[config.mk]
export PLATFORM = sky130hd
export DESIGN_NAME = http_chunked_body_decoder
export DESIGN_NICKNAME = d
export VERILOG_FILES = /design/src/hcbd_pkg.sv /design/src/hcbd_step.sv /design/src/http_chunked_body_decoder.sv
export VERILOG_INCLUDE_DIRS = /design/src /design/src/src
export SDC_FILE = /design/constraint.sdc
export NUM_CORES = 1
export LEC_CHECK = 0
export ABC_AREA = 1
export BUFFER_PORTS_ARGS = -buffer_cell sky130_fd_sc_hd__buf_2
export CAP_MARGIN = 10
export CORE_ASPECT_RATIO = 0.8
export CORE_MARGIN = 2
export CORE_UTILIZATION = 60
export DETAILED_ROUTE_END_ITERATION = 16
export HOLD_SLACK_MARGIN = 0.1
export PLACE_DENSITY = 0.76
export SETUP_SLACK_MARGIN = 0.02
export SYNTH_ARGS = -nofsm -noshare
export SYNTH_HDL_FRONTEND = slang
export SYNTH_SLANG_ARGS = --single-unit
[constraint.sdc]
create_clock -name clk -period 10.2 [get_ports clk]
set_input_delay 1.53 -clock clk [delete_from_list [all_inputs] [get_ports clk]]
set_output_delay 1.53 -clock clk [all_outputs]
set_load 0.01 [all_outputs]
[src/http_chunked_body_decoder_defines.svh]
// Assertion helpers for the decoder RTL.
`ifndef HTTP_CHUNKED_BODY_DECODER_DEFINES_SVH
`define HTTP_CHUNKED_BODY_DECODER_DEFINES_SVH

// Same-cycle implication, checked on clk and held off during reset.
`define HCBD_ASSERT_IMP(name, pre, post, msg) \
    name: assert property (@(posedge clk) disable iff (!rst_n) (pre) |-> (post)) \
        else $error(msg);

// Next-cycle implication, checked on clk and held off during reset.
`define HCBD_ASSERT_NEXT(name, pre, post, msg) \
    name: assert property (@(posedge clk) disable iff (!rst_n) (pre) |=> (post)) \
        else $error(msg);

`endif

[src/hcbd_pkg.sv]
`timescale 1ns / 1ps

package hcbd_pkg;

    localparam int COUNT_BITS = 32;
    localparam int SIZE_BITS  = COUNT_BITS + 1;
    localparam int TOTAL_BITS = 32;
    localparam int SUM_BITS   = ((COUNT_BITS > TOTAL_BITS) ? COUNT_BITS : TOTAL_BITS) + 1;

    localparam logic [7:0] CHAR_CR    = 8'h0D;
    localparam logic [7:0] CHAR_LF    = 8'h0A;
    localparam logic [7:0] CHAR_SEMI  = 8'h3B;
    localparam logic [7:0] CHAR_PLUS  = 8'h2B;
    localparam logic [7:0] CHAR_MINUS = 8'h2D;
    localparam logic [7:0] CHAR_ZERO  = 8'h30;
    localparam logic [7:0] CHAR_X_LO  = 8'h78;
    localparam logic [7:0] CHAR_X_UP  = 8'h58;

    localparam logic [TOTAL_BITS-1:0] MAX_BODY_RESET = 32'd16777216;

    typedef enum logic [3:0] {
        PH_LEAD   = 4'd0,
        PH_SIGNED = 4'd1,
        PH_ZERO   = 4'd2,
        PH_DIGITS = 4'd3,
        PH_REST   = 4'd4,
        PH_DATA   = 4'd5,
        PH_SKIP1  = 4'd6,
        PH_SKIP2  = 4'd7,
        PH_HALT   = 4'd8
    } phase_t;

    typedef enum logic [1:0] {
        ACT_BYTE    = 2'd0,
        ACT_CLOSE   = 2'd1,
        ACT_RESTART = 2'd2
    } action_t;

    typedef enum logic [1:0] {
        KIND_DATA  = 2'd0,
        KIND_DONE  = 2'd1,
        KIND_ERROR = 2'd2
    } kind_t;

    typedef enum logic [1:0] {
        ERR_MALFORMED = 2'd0,
        ERR_OVER      = 2'd1,
        ERR_TRUNCATED = 2'd2
    } err_t;

    typedef struct packed {
        phase_t                phase;
        logic [SIZE_BITS-1:0]  size_value;
        logic                  saw_digit;
        logic                  sign_negative;
        logic                  pending_cr;
        logic [TOTAL_BITS-1:0] total_out;
        logic [TOTAL_BITS-1:0] left_in_chunk;
    } state_t;

    typedef struct packed {
        logic       valid;
        logic [1:0] result_kind;
        logic [7:0] out_byte;
        logic [1:0] error_code;
    } result_t;

    // Bit 4 flags a hex digit, bits 3:0 carry its value.
    function automatic logic [4:0] hex_digit(logic [7:0] c);
        logic [4:0] r;
        r = 5'd0;
        if (c inside {[8'h30:8'h39]}) begin
            r = {1'b1, 4'(c - 8'h30)};
        end else if (c inside {[8'h61:8'h66]}) begin
            r = {1'b1, 4'(c - 8'h57)};
        end else if (c inside {[8'h41:8'h46]}) begin
            r = {1'b1, 4'(c - 8'h37)};
        end
        return r;
    endfunction

    // Shift in one hex digit; once the value would pass the cap it sticks at the cap.
    function automatic state_t take_digit(state_t s, logic [3:0] d);
        state_t r;
        r = s;
        r.saw_digit = 1'b1;
        if (s.size_value[SIZE_BITS-1:COUNT_BITS-4] != '0) begin
            r.size_value = {1'b1, {COUNT_BITS{1'b0}}};
        end else begin
            r.size_value = {s.size_value[COUNT_BITS-4:0], d};
        end
        return r;
    endfunction

    function automatic state_t line_char(state_t s, logic [7:0] c);
        state_t     r;
        logic [4:0] hd;
        logic       as_signed;
        r         = s;
        hd        = hex_digit(c);
        as_signed = 1'b0;
        case (s.phase)
            PH_LEAD:
            begin
                if (c inside {8'h20, [8'h09:8'h0D]}) begin
                    r = s;
                end else if (c == CHAR_PLUS) begin
                    r.phase = PH_SIGNED;
                end else if (c == CHAR_MINUS) begin
                    r.sign_negative = 1'b1;
                    r.phase         = PH_SIGNED;
                end else begin
                    as_signed = 1'b1;
                end
            end
            PH_SIGNED:
            begin
                as_signed = 1'b1;
            end
            PH_ZERO:
            begin
                if (c == CHAR_X_LO || c == CHAR_X_UP) begin
                    r.phase = PH_DIGITS;
                end else if (hd[4]) begin
                    r       = take_digit(s, hd[3:0]);
                    r.phase = PH_DIGITS;
                end else begin
                    r.phase = PH_REST;
                end
            end
            PH_DIGITS:
            begin
                if (hd[4]) begin
                    r = take_digit(s, hd[3:0]);
                end else begin
                    r.phase = PH_REST;
                end
            end
            default:
            begin
                r = s;
            end
        endcase
        if (as_signed) begin
            if (c == CHAR_ZERO) begin
                r       = take_digit(s, 4'd0);
                r.phase = PH_ZERO;
            end else if (hd[4]) begin
                r       = take_digit(s, hd[3:0]);
                r.phase = PH_DIGITS;
            end else begin
                r.phase = PH_REST;
            end
        end
        return r;
    endfunction

endpackage

[src/hcbd_step.sv]
`timescale 1ns / 1ps

// Next decoder state and optional result for one input beat.
module hcbd_step (
    input  hcbd_pkg::state_t               cur,
    input  logic [1:0]                     action,
    input  logic [7:0]                     data_byte,
    input  logic [hcbd_pkg::TOTAL_BITS-1:0] max_body_bytes,
    output hcbd_pkg::state_t               nxt,
    output hcbd_pkg::result_t              res
);

    hcbd_pkg::state_t                    cleared;
    hcbd_pkg::state_t                    after_cr;
    logic [hcbd_pkg::SUM_BITS-1:0]       sum;
    logic                                sz_zero;
    logic                                sz_sat;
    logic [hcbd_pkg::TOTAL_BITS-1:0]     left_dec;

    always_comb
    begin
        cleared               = cur;
        cleared.size_value    = '0;
        cleared.saw_digit     = 1'b0;
        cleared.sign_negative = 1'b0;
        cleared.pending_cr    = 1'b0;
    end

    assign sum = hcbd_pkg::SUM_BITS'(cur.total_out)
               + hcbd_pkg::SUM_BITS'(cur.size_value[hcbd_pkg::COUNT_BITS-1:0]);
    assign sz_zero  = (cur.size_value == '0);
    assign sz_sat   = cur.size_value[hcbd_pkg::COUNT_BITS];
    assign left_dec = (cur.left_in_chunk != '0)
                    ? cur.left_in_chunk - hcbd_pkg::TOTAL_BITS'(1)
                    : cur.left_in_chunk;

    always_comb
    begin
        nxt                = cur;
        res.valid          = 1'b0;
        res.result_kind    = hcbd_pkg::KIND_DATA;
        res.out_byte       = 8'd0;
        res.error_code     = hcbd_pkg::ERR_MALFORMED;
        after_cr           = cur;
        after_cr.pending_cr = 1'b0;

        case (action)
            hcbd_pkg::ACT_RESTART:
            begin
                nxt               = cleared;
                nxt.phase         = hcbd_pkg::PH_LEAD;
                nxt.total_out     = '0;
                nxt.left_in_chunk = '0;
            end
            hcbd_pkg::ACT_CLOSE:
            begin
                if (cur.phase != hcbd_pkg::PH_HALT) begin
                    nxt.phase      = hcbd_pkg::PH_HALT;
                    res.valid      = 1'b1;
                    res.result_kind = hcbd_pkg::KIND_ERROR;
                    res.error_code = hcbd_pkg::ERR_TRUNCATED;
                end
            end
            hcbd_pkg::ACT_BYTE:
            begin
                case (cur.phase)
                    hcbd_pkg::PH_HALT:
                    begin
                        nxt = cur;
                    end
                    hcbd_pkg::PH_DATA:
                    begin
                        nxt.left_in_chunk = left_dec;
                        if (left_dec == '0) begin
                            nxt.phase = hcbd_pkg::PH_SKIP1;
                        end
                        res.valid    = 1'b1;
                        res.out_byte = data_byte;
                    end
                    hcbd_pkg::PH_SKIP1:
                    begin
                        nxt.phase = hcbd_pkg::PH_SKIP2;
                    end
                    hcbd_pkg::PH_SKIP2:
                    begin
                        nxt       = cleared;
                        nxt.phase = hcbd_pkg::PH_LEAD;
                    end
                    default:
                    begin
                        if (cur.pending_cr && data_byte == hcbd_pkg::CHAR_LF) begin
                            // End of the size line.
                            nxt       = cleared;
                            nxt.phase = hcbd_pkg::PH_HALT;
                            res.valid = 1'b1;
                            res.result_kind = hcbd_pkg::KIND_ERROR;
                            if (!cur.saw_digit) begin
                                res.error_code = hcbd_pkg::ERR_MALFORMED;
                            end else if (cur.sign_negative && !sz_zero) begin
                                res.error_code = hcbd_pkg::ERR_OVER;
                            end else if (sz_zero) begin
                                res.result_kind = hcbd_pkg::KIND_DONE;
                            end else if (sz_sat ||
                                         sum > hcbd_pkg::SUM_BITS'(max_body_bytes)) begin
                                res.error_code = hcbd_pkg::ERR_OVER;
                            end else begin
                                res.valid         = 1'b0;
                                nxt.phase         = hcbd_pkg::PH_DATA;
                                nxt.total_out     = hcbd_pkg::TOTAL_BITS'(sum);
                                nxt.left_in_chunk = hcbd_pkg::TOTAL_BITS'(
                                    cur.size_value[hcbd_pkg::COUNT_BITS-1:0]);
                            end
                        end else begin
                            // A CR not followed by LF is an ordinary line character.
                            if (cur.pending_cr) begin
                                after_cr = hcbd_pkg::line_char(after_cr, hcbd_pkg::CHAR_CR);
                            end
                            if (data_byte == hcbd_pkg::CHAR_CR) begin
                                nxt            = after_cr;
                                nxt.pending_cr = 1'b1;
                            end else if (data_byte == hcbd_pkg::CHAR_SEMI) begin
                                // Extensions from ';' on never add digits.
                                nxt = hcbd_pkg::line_char(after_cr, data_byte);
                            end else begin
                                nxt = hcbd_pkg::line_char(after_cr, data_byte);
                            end
                        end
                    end
                endcase
            end
            default:
            begin
                nxt = cur;
            end
        endcase
    end

endmodule

[src/http_chunked_body_decoder.sv]
`timescale 1ns / 1ps

// Chunked body decoder: accepts one beat (body byte, close or restart) per clock and
// gives at most one result beat for it, passing first through the input register and
// then the result register. Sustained rate is one beat per cycle; it falls only while
// the result register is stalled. The slowest path is the size-line end, where the
// running total plus the chunk size is added and compared against max_body_bytes in
// one 33-bit add and compare.
`include "http_chunked_body_decoder_defines.svh"

module http_chunked_body_decoder (
    input  logic        clk,
    input  logic        rst_n,
    input  logic        in_valid,
    output logic        in_stall,
    input  logic [1:0]  action,
    input  logic [7:0]  data_byte,
    output logic        out_valid,
    input  logic        out_stall,
    output logic [1:0]  result_kind,
    output logic [7:0]  out_byte,
    output logic [1:0]  error_code,
    input  logic        cfg_valid,
    output logic        cfg_ready,
    input  logic [31:0] cfg_data
);

    logic                                s1_valid_reg;
    logic [1:0]                          s1_action_reg;
    logic [7:0]                          s1_byte_reg;
    logic                                s1_advance;
    hcbd_pkg::state_t                    state_reg;
    hcbd_pkg::state_t                    state_next;
    hcbd_pkg::result_t                   res_next;
    logic [hcbd_pkg::TOTAL_BITS-1:0]     max_body_reg;
    logic                                out_valid_reg;
    logic [1:0]                          kind_reg;
    logic [7:0]                          byte_reg;
    logic [1:0]                          code_reg;

    assign cfg_ready  = 1'b1;
    assign s1_advance = !out_valid_reg || !out_stall;
    assign in_stall   = s1_valid_reg && !s1_advance;

    always_ff @(posedge clk or negedge rst_n)
    begin
        if (!rst_n) begin
            max_body_reg <= hcbd_pkg::MAX_BODY_RESET;
        end else if (cfg_valid && cfg_ready) begin
            max_body_reg <= cfg_data;
        end
    end

    always_ff @(posedge clk or negedge rst_n)
    begin
        if (!rst_n) begin
            s1_valid_reg <= 1'b0;
        end else if (!in_stall) begin
            s1_valid_reg <= in_valid;
        end
    end

    always_ff @(posedge clk)
    begin
        if (in_valid && !in_stall) begin
            s1_action_reg <= action;
            s1_byte_reg   <= data_byte;
        end
    end

    hcbd_step u_step (
        .cur            (state_reg),
        .action         (s1_action_reg),
        .data_byte      (s1_byte_reg),
        .max_body_bytes (max_body_reg),
        .nxt            (state_next),
        .res            (res_next)
    );

    always_ff @(posedge clk or negedge rst_n)
    begin
        if (!rst_n) begin
            state_reg.phase         <= hcbd_pkg::PH_LEAD;
            state_reg.size_value    <= '0;
            state_reg.saw_digit     <= 1'b0;
            state_reg.sign_negative <= 1'b0;
            state_reg.pending_cr    <= 1'b0;
            state_reg.total_out     <= '0;
            state_reg.left_in_chunk <= '0;
        end else if (s1_valid_reg && s1_advance) begin
            state_reg <= state_next;
        end
    end

    always_ff @(posedge clk or negedge rst_n)
    begin
        if (!rst_n) begin
            out_valid_reg <= 1'b0;
        end else if (s1_valid_reg && s1_advance) begin
            out_valid_reg <= res_next.valid;
        end else if (!out_stall) begin
            out_valid_reg <= 1'b0;
        end
    end

    always_ff @(posedge clk)
    begin
        if (s1_valid_reg && s1_advance && res_next.valid) begin
            kind_reg <= res_next.result_kind;
            byte_reg <= res_next.out_byte;
            code_reg <= res_next.error_code;
        end
    end

    assign out_valid   = out_valid_reg;
    assign result_kind = kind_reg;
    assign out_byte    = byte_reg;
    assign error_code  = code_reg;

    // A held input beat must not be consumed or altered while the result side is stalled.
    `HCBD_ASSERT_NEXT(a_s1_hold, s1_valid_reg && !s1_advance,
        s1_valid_reg && $stable(s1_action_reg) && $stable(s1_byte_reg),
        "input stage lost a held beat")
    // Once halted, only a restart may change the decoder state.
    `HCBD_ASSERT_NEXT(a_halt_sticky,
        s1_valid_reg && s1_advance && state_reg.phase == hcbd_pkg::PH_HALT &&
        s1_action_reg != hcbd_pkg::ACT_RESTART,
        $stable(state_reg), "halted decoder changed state")
    // Non-error results carry a zero error code.
    `HCBD_ASSERT_IMP(a_code_zero,
        out_valid_reg && kind_reg != hcbd_pkg::KIND_ERROR,
        code_reg == hcbd_pkg::ERR_MALFORMED, "error code set on a non-error result")

endmodule

# Yosys cells after proc, flatten, opt, wreduce, memory -nomap -nowiden

Cells that the tools add are included.

$add $sub $neg: 5
Order comparisons: 9
Equal/unequal tests: 37
Mux-type cells: 104
Reduce and logical (&&, ||, !) cells: 36

Operators by type and width:

| operator                | count |
|---|---|
| $mux W104               | 10 |
| $pmux W104 S3           | 2 |
| $mux W100               | 6 |
| $mux W64                | 4 |
| $pmux W100 S2           | 1 |
| $pmux W68 S2            | 1 |
| $mux W103               | 1 |
| $mux W33                | 3 |
| $mux W5                 | 13 |
| $pmux W32 S2            | 1 |
| $mux W4                 | 14 |
| $eq A8 B6 Y1 const B    | 5 |
| $add A32 B32 Y33        | 1 |
| $gt A33 B32 Y1          | 1 |
| $logic_not A33 Y1       | 1 |
| $logic_not A32 Y1       | 1 |
| $mux W32                | 1 |
| $reduce_bool A32 Y1     | 1 |
| $sub A32 B1 Y32 const B | 1 |
| $mux W1                 | 26 |
| $mux W3                 | 7 |
| $ne A4 B4 Y1 const B    | 5 |
| $eq A4 B2 Y1 const B    | 4 |
| $eq A8 B4 Y1 const B    | 2 |
| other kinds (40)        | 79 |

Flip-flop bits (word level): 160
Input port bits: 47
Output and inout port bits: 15
Word-level logic and storage cells: 206

# Logic depth before layout (Yosys ltp)

Depth in word-level cells: 24
Mapped depth: 34
Depth with buffers taken out: 33

# Modules after synthesis

A second synthesis with hierarchy kept.

Cell total of the unflattened synthesis: 2475
Area, all modules: 15364.7 µm²

By module, submodules not included:

| module                    | instances | cells an instance | area an instance (µm²) | sequential area each (µm²) |
|---|---|---|---|---|
| hcbd_step                 | 1         | 1853              | 9268.9                 | 0.0 |
| http_chunked_body_decoder | 1         | 622               | 6095.8                 | 4115.2 |

# Worst setup path before layout

No wires, ideal clock.

Path kind: register to register
From: register state_reg[34] (netlist bit)
To: register code_reg[0], in the netlist error_code[0] (enable)
Setup time: 344 ps
Data arrival time: 3529 ps
Data required time: 9856 ps
Slack: 6327 ps
Cell stages (with the launch flop): 32
Buffers on the path: 0
Period minus slack after synthesis: 3873 ps
Cell sequence: dfrtp_1 -> ha_1 -> a21oi_1 -> o21ai_1 -> a21oi_1 -> o21bai_1 -> a21oi_1 -> o21ai_1 -> nand3_1 -> nand2_1 -> xor2_1 -> ha_1 -> nand2_1 -> nor2_1 -> nand2_1 -> nor2_1 -> nor2_1 -> nand2_1 -> nand2_1 -> nand2_1 -> nand2_1 -> nand2_1 -> nand2_1 -> nand2_1 -> nand2_1 -> nand2_1 -> nand2_1 -> nand3_1 -> nand3_1 -> nand3_1 -> nand2_1 -> inv_1

Word-level cells in the longest chain between the ends: 11

RTL lines:

| element                | RTL line                         | source |
|---|---|---|
| start, declared        | http_chunked_body_decoder.sv:32  | `hcbd_pkg::state_t state_reg;` |
| start signal, assigned | http_chunked_body_decoder.sv:91  | `state_reg <= state_next;` |
| $add A32 B32 Y33       | hcbd_step.sv:30                  | `+ hcbd_pkg::SUM_BITS'(cur.size_value[hcbd_pkg::COUNT_BITS-1:0]);` |
| $gt A33 B32 Y1         | hcbd_step.sv:104                 | `sum > hcbd_pkg::SUM_BITS'(max_body_bytes)) begin` |
| $logic_or A1 B1 Y1     | hcbd_step.sv:103                 | `end else if (sz_sat \|\|` |
| $mux W1                | hcbd_step.sv:103                 |  |
| $mux W1                | hcbd_step.sv:101                 | `end else if (sz_zero) begin` |
| $mux W3                | hcbd_step.sv:99                  | `end else if (cur.sign_negative && !sz_zero) begin` |
| $mux W3                | hcbd_step.sv:97                  | `if (!cur.saw_digit) begin` |
| $mux W3                | hcbd_step.sv:91                  | `if (cur.pending_cr && data_byte == hcbd_pkg::CHAR_LF) begin` |
| $pmux W1 S2            | hcbd_step.sv:66                  | `case (cur.phase)` |
| $pmux W3 S2            | hcbd_step.sv:47                  | `case (action)` |
| $logic_and A1 B1 Y1    | http_chunked_body_decoder.sv:108 | `if (s1_valid_reg && s1_advance && res_next.valid) begin` |
| end signal, assigned   | http_chunked_body_decoder.sv:111 | `code_reg <= res_next.error_code;` |
| end, declared          | http_chunked_body_decoder.sv:39  | `logic [1:0] code_reg;` |

No other way between the ends.
A chain may end at the register's enable or synchronous reset.

# Worst setup path after layout

From: register state_reg[70] (netlist bit)
To: register state_reg[32] (netlist bit)

Word-level cells in the longest chain between the ends: 5
Elaborated cells on any way between the ends: 10
Classes of those cells: 1 x add/sub; 1 x order compare; 3 x eq/ne; 5 x reduce/logical

RTL lines:

| element                                                   | RTL line |
|---|---|
| $add A32 B32 Y33 or $logic_not A33 Y1 (tied branches)     | hcbd_step.sv:30, hcbd_step.sv:31 |
| $gt A33 B32 Y1 or $logic_not A1 Y1 (tied branches)        | hcbd_step.sv:104, hcbd_step.sv:99 |
| $logic_or A1 B1 Y1 or $logic_and A1 B1 Y1 (tied branches) | hcbd_step.sv:103, hcbd_step.sv:99 |
| $ne A3 B3 Y1 (no line)                                    | -- |
| $reduce_and A8 Y1 (no line) (*)                           | -- |

Mark *: on every way between the ends. The rest lies on a longest branch, timed or not.

==> results.txt <==
- CTS placed an instance of sky130_fd_sc_hd__clkbuf_16 at the clock tree root.
- The final-report hold violation count was 0.
* RePlAce Congestion: 0.995
* Worst path slowest cell: sky130_fd_sc_hd__nor2_8
- Number of input and output port buffers inserted: 60
* Via count of the routed design: 11200
- Detailed placement finished with a half-perimeter wire length of 23200 um.
* Signed area change from the synthesized netlist to the final layout: 8.51%
* Setup TNS: 0 ns
- For the final database, setup skew stands at 0.0125 ns.
* Per-cell via count in the routed design: 5.81
* Share of the yosys chip area belonging to registers: 35.2%
* Worst slew slack as a fraction of its limit: 23.8%
* Number of synthesized register bits: 160
* Final cell area excluding filler cells: 12700 sq um
- Largest net degree at the start of global routing: 77
* Flop-to-flop setup slack: 4.92 ns
* Maximum net fanout on the critical path: 36
- Counting stages on the worst path, the most repeated cell is sky130_fd_sc_hd__nand2_1.
- Total Power: 2000 uW
* Post-synthesis async set-or-reset flop share: 86.3%
* Classification of the worst setup path: flop to flop
- The floorplan has 45 rows.
- Dividing the detail-routed wire length by the instance count gives 16.4 um.
- Once routing completed, OpenROAD measured the worst setup slack at 4.92 ns.
* Number of buffers created by CTS: 17
- For this design the top-level I/O count stands at 62.
- The worst hold path belongs to the class flop to flop.
- Summing all placed instances gives a cell area of 12100 sq um.
- The register with the most flip-flops in the layout has 104 of them.
* Antenna violations before repair: 0
- Total of hold buffers inserted after clock tree synthesis: 0
- Final ANT Viol Nets: 0
- Full die area: 20600 sq um
* # DRC: 0
- Transition time of the tightest slew-check pin: 1.14 ns
- In the finished design, the share of the clock period the worst path needs comes to 51.7%.
* Cell area after technology mapping: 11700 sq um
- Before antenna repair, the detailed router went through 7 iterations.
* Overall routing resource usage: 31.3%
* Worst setup EP type: flop
- The number of nets handed over by synthesis was 1746.
* Power per unit of standard cell area: 158 nW/um^2
* Required @ worst endpoint: 10.57 ns
- In this run the vertical extent of the chip is 129 um.
* Layout cell share with drive strength beyond 1: 9.86%
- Clock latency on the worst-skew pair, taken at its later pin, is 0.44 ns.
- WHS: 0.488 ns
* Met1 WL: 14800 um
- STA puts the critical path data arrival time at 5.64 ns.
- Sum of met3 wire segment lengths after detailed routing: 2610 um
- Final worst path period need: 5.28 ns
- Counting instances, the worst hold path has a depth of 2.
* Violation count after the first detailed-route iteration: 1185
- Highest metal layer used by the detailed router: met4
* Count of inserted antenna diode cells: 0
- Number of warning messages in the yosys log: 0
- Setup repair after global routing left no endpoint under its margin.
* Routed wl met2: 13500 um
- Clock-pin slew of the registers on the worst-case setup and hold paths: 0.07 ns
- The via count of the first global-routing pass came to 10300.
- Largest stage delay on the critical path: 0.52 ns
- The synthesized design contains 22 enable-type register cells.
- At the end of the flow, the number of nets in the layout was 1779.
- Prior to clock tree synthesis, the placed netlist has a worst setup slack of 5.14 ns.
- The clock passes through at most 2 buffers.
- The first global-routing pass estimated 51900 um of wire.
- Fmax achieved: 190 MHz
- The total overflow left after global routing is 0.
- MaxCap Viol Count: 0
- The flow ran to the end, and the final reports show no timing, DRC or antenna violations.
* Hold_sp: state_reg[63]
- Setup-violating endpoint count in the final report: 0
* Origin of the critical flop-to-flop path: state_reg[70]
* Average size of a mapped cell: 7.18 sq um
- The H-tree was split into 4 levels.
- Worst supply voltage drop on vdd: 0.000118 V
- Crit Reg-Reg Endpoint: state_reg[32]
- Synth Flop Type: sky130_fd_sc_hd__dfrtp_1
- LEAKAGE: 0.00650 uW
- STA classifies the critical path startpoint as a flop.
- For this configuration, the core starts out at a cell density of 61.4%.
* Worst Reg-to-Reg Cells: 32
- Once the clock tree was built, the resizer swapped 0 gates to a different size.
- Routed WL: 31600 um
- Hold endpoint: state_reg[63]
- Yosys mapped the design onto 56 distinct sky130hd cell types.
- The die is 160 um wide.
* Number of setup buffers added after CTS: 0
- Placeable core region: 19000 sq um
- TritonCTS built the clock tree.
- Synthesis produced a netlist whose cell count is 1627.
* CTS sink cnt: 160
* Max-slew violation total from the final report: 0
==> stage by stage <==
stage,cells,utilization (%)
3_3_place_gp,1899,63.7
4_1_cts,1931,66.6
5_1_grt,1931,66.6
3_5_place_dp,1899,63.7
6_report,1931,66.6
2_1_floorplan,1627,-
==> cell usage after synthesis (all sizes together), types with 3 or more instances <==
cell	n	area share, %
nand2	425	14
edfxtp	22	5.7
o211ai	22	1.4
a21oi	65	2.8
o21ai	210	9.1
o21bai	3	0.19
or2	10	0.54
a21o	5	0.32
a31o	4	0.30
inv	200	6.4
ha	71	7.6
o22ai	12	0.64
xor2	30	2.2
nand4	33	1.8
buf	18	1.0
a21boi	3	0.19
o221ai	19	1.4
dfrtp	137	29
nand3	78	3.3
nor2	158	5.7
nor3	18	1.0
o21a	4	0.26
clkbuf	35	1.1
nor4	9	0.61
a31oi	6	0.45
xnor2	17	1.3
==> worst max-delay path, delay by kind of cell (launching register included) <==
kind,cells,cell delay [ns]
compound gates,4,1.11
xor+xnor,1,0.27
fa+ha+maj,2,0.68
buf+inv,1,0.09
flops,1,0.41
simple gates,24,2.67
==> power breakdown <==
group	switching, uW	internal [uW]	total [uW]	leakage [uW]
Combinational	452	198	651	0.00415
Sequential	34.2	687	721	0.00207
Clock	280	352	631	0.000278
==> how the worst max path moves through the flow <==
stage                    endpoint     startpoint  cells past startpoint  slack, ns
floorplan           error_code[0]  state_reg[34]                     31       6.33
global placement    state_reg[38]  state_reg[70]                     32       5.25
detailed placement  state_reg[57]  state_reg[70]                     32       5.14
CTS                 state_reg[32]  state_reg[70]                     32       5.09
global route        state_reg[34]  state_reg[70]                     32       4.49
finish              state_reg[32]  state_reg[70]                     32       4.92
==> metal layers <==
layer / vias to the layer above / GRT usage, %
met2: 480 / 47.5
met1: 5202 / 46.4
met5: - / 0
met4: 0 / 8.37
li1: 5479 / -
met3: 62 / 5.87
==> cells in the final DEF, fill, tap and decap left out, types with 5 or more instances in the layout <==
master                      synthesis  layout
sky130_fd_sc_hd__nand2_1          410     410
sky130_fd_sc_hd__o21ai_0          200     200
sky130_fd_sc_hd__inv_1            188     188
sky130_fd_sc_hd__nor2_1           143     143
sky130_fd_sc_hd__dfrtp_1          137     137
sky130_fd_sc_hd__nand3_1           78      78
sky130_fd_sc_hd__ha_1              71      71
sky130_fd_sc_hd__a21oi_1           63      63
sky130_fd_sc_hd__buf_2             11      59
sky130_fd_sc_hd__nand4_1           33      33
sky130_fd_sc_hd__xor2_1            30      30
sky130_fd_sc_hd__o211ai_1          22      22
sky130_fd_sc_hd__edfxtp_1          22      22
sky130_fd_sc_hd__o221ai_1          19      19
sky130_fd_sc_hd__xnor2_1           17      17
sky130_fd_sc_hd__clkbuf_16          0      17
sky130_fd_sc_hd__nand2_2           14      14
sky130_fd_sc_hd__nor3_1            14      14
sky130_fd_sc_hd__inv_2             12      12
sky130_fd_sc_hd__o22ai_1           12      12
sky130_fd_sc_hd__or2_2             10      10
sky130_fd_sc_hd__nor2_2             9       9
sky130_fd_sc_hd__o21ai_1            8       8
sky130_fd_sc_hd__nor4_1             8       8
sky130_fd_sc_hd__buf_4              4       7
sky130_fd_sc_hd__a21o_1             5       5
sky130_fd_sc_hd__a31oi_1            5       5
sky130_fd_sc_hd__nor2_4             5       5
==> layout make-up <==
| class | instances | area, sq um |
|---|---|---|
| fillers | 1741 | 6350 |
| inverters | 200 | 751 |
| well taps | 258 | 323 |
| multi-input cells | 1214 | 6570 |
| clock inverters | 11 | 106 |
| clock buffers | 21 | 460 |
| flip-flops and latches | 160 | 4120 |
| repair buffers | 67 | 359 |
==> cell families after synthesis <==
family	after synthesis	synth area share, %
and+or+nand+nor	733	27.2
DFF	160	35.2
buffers and inverters	253	8.60
other	1	0.0321
xor gates and xnor gates	47	3.52
AOI/OAI and AO/OA	360	17.6
muxes	1	0.0963
adders and majority gates	72	7.77
No activity file was read; power rests on OpenSTA's default activity.
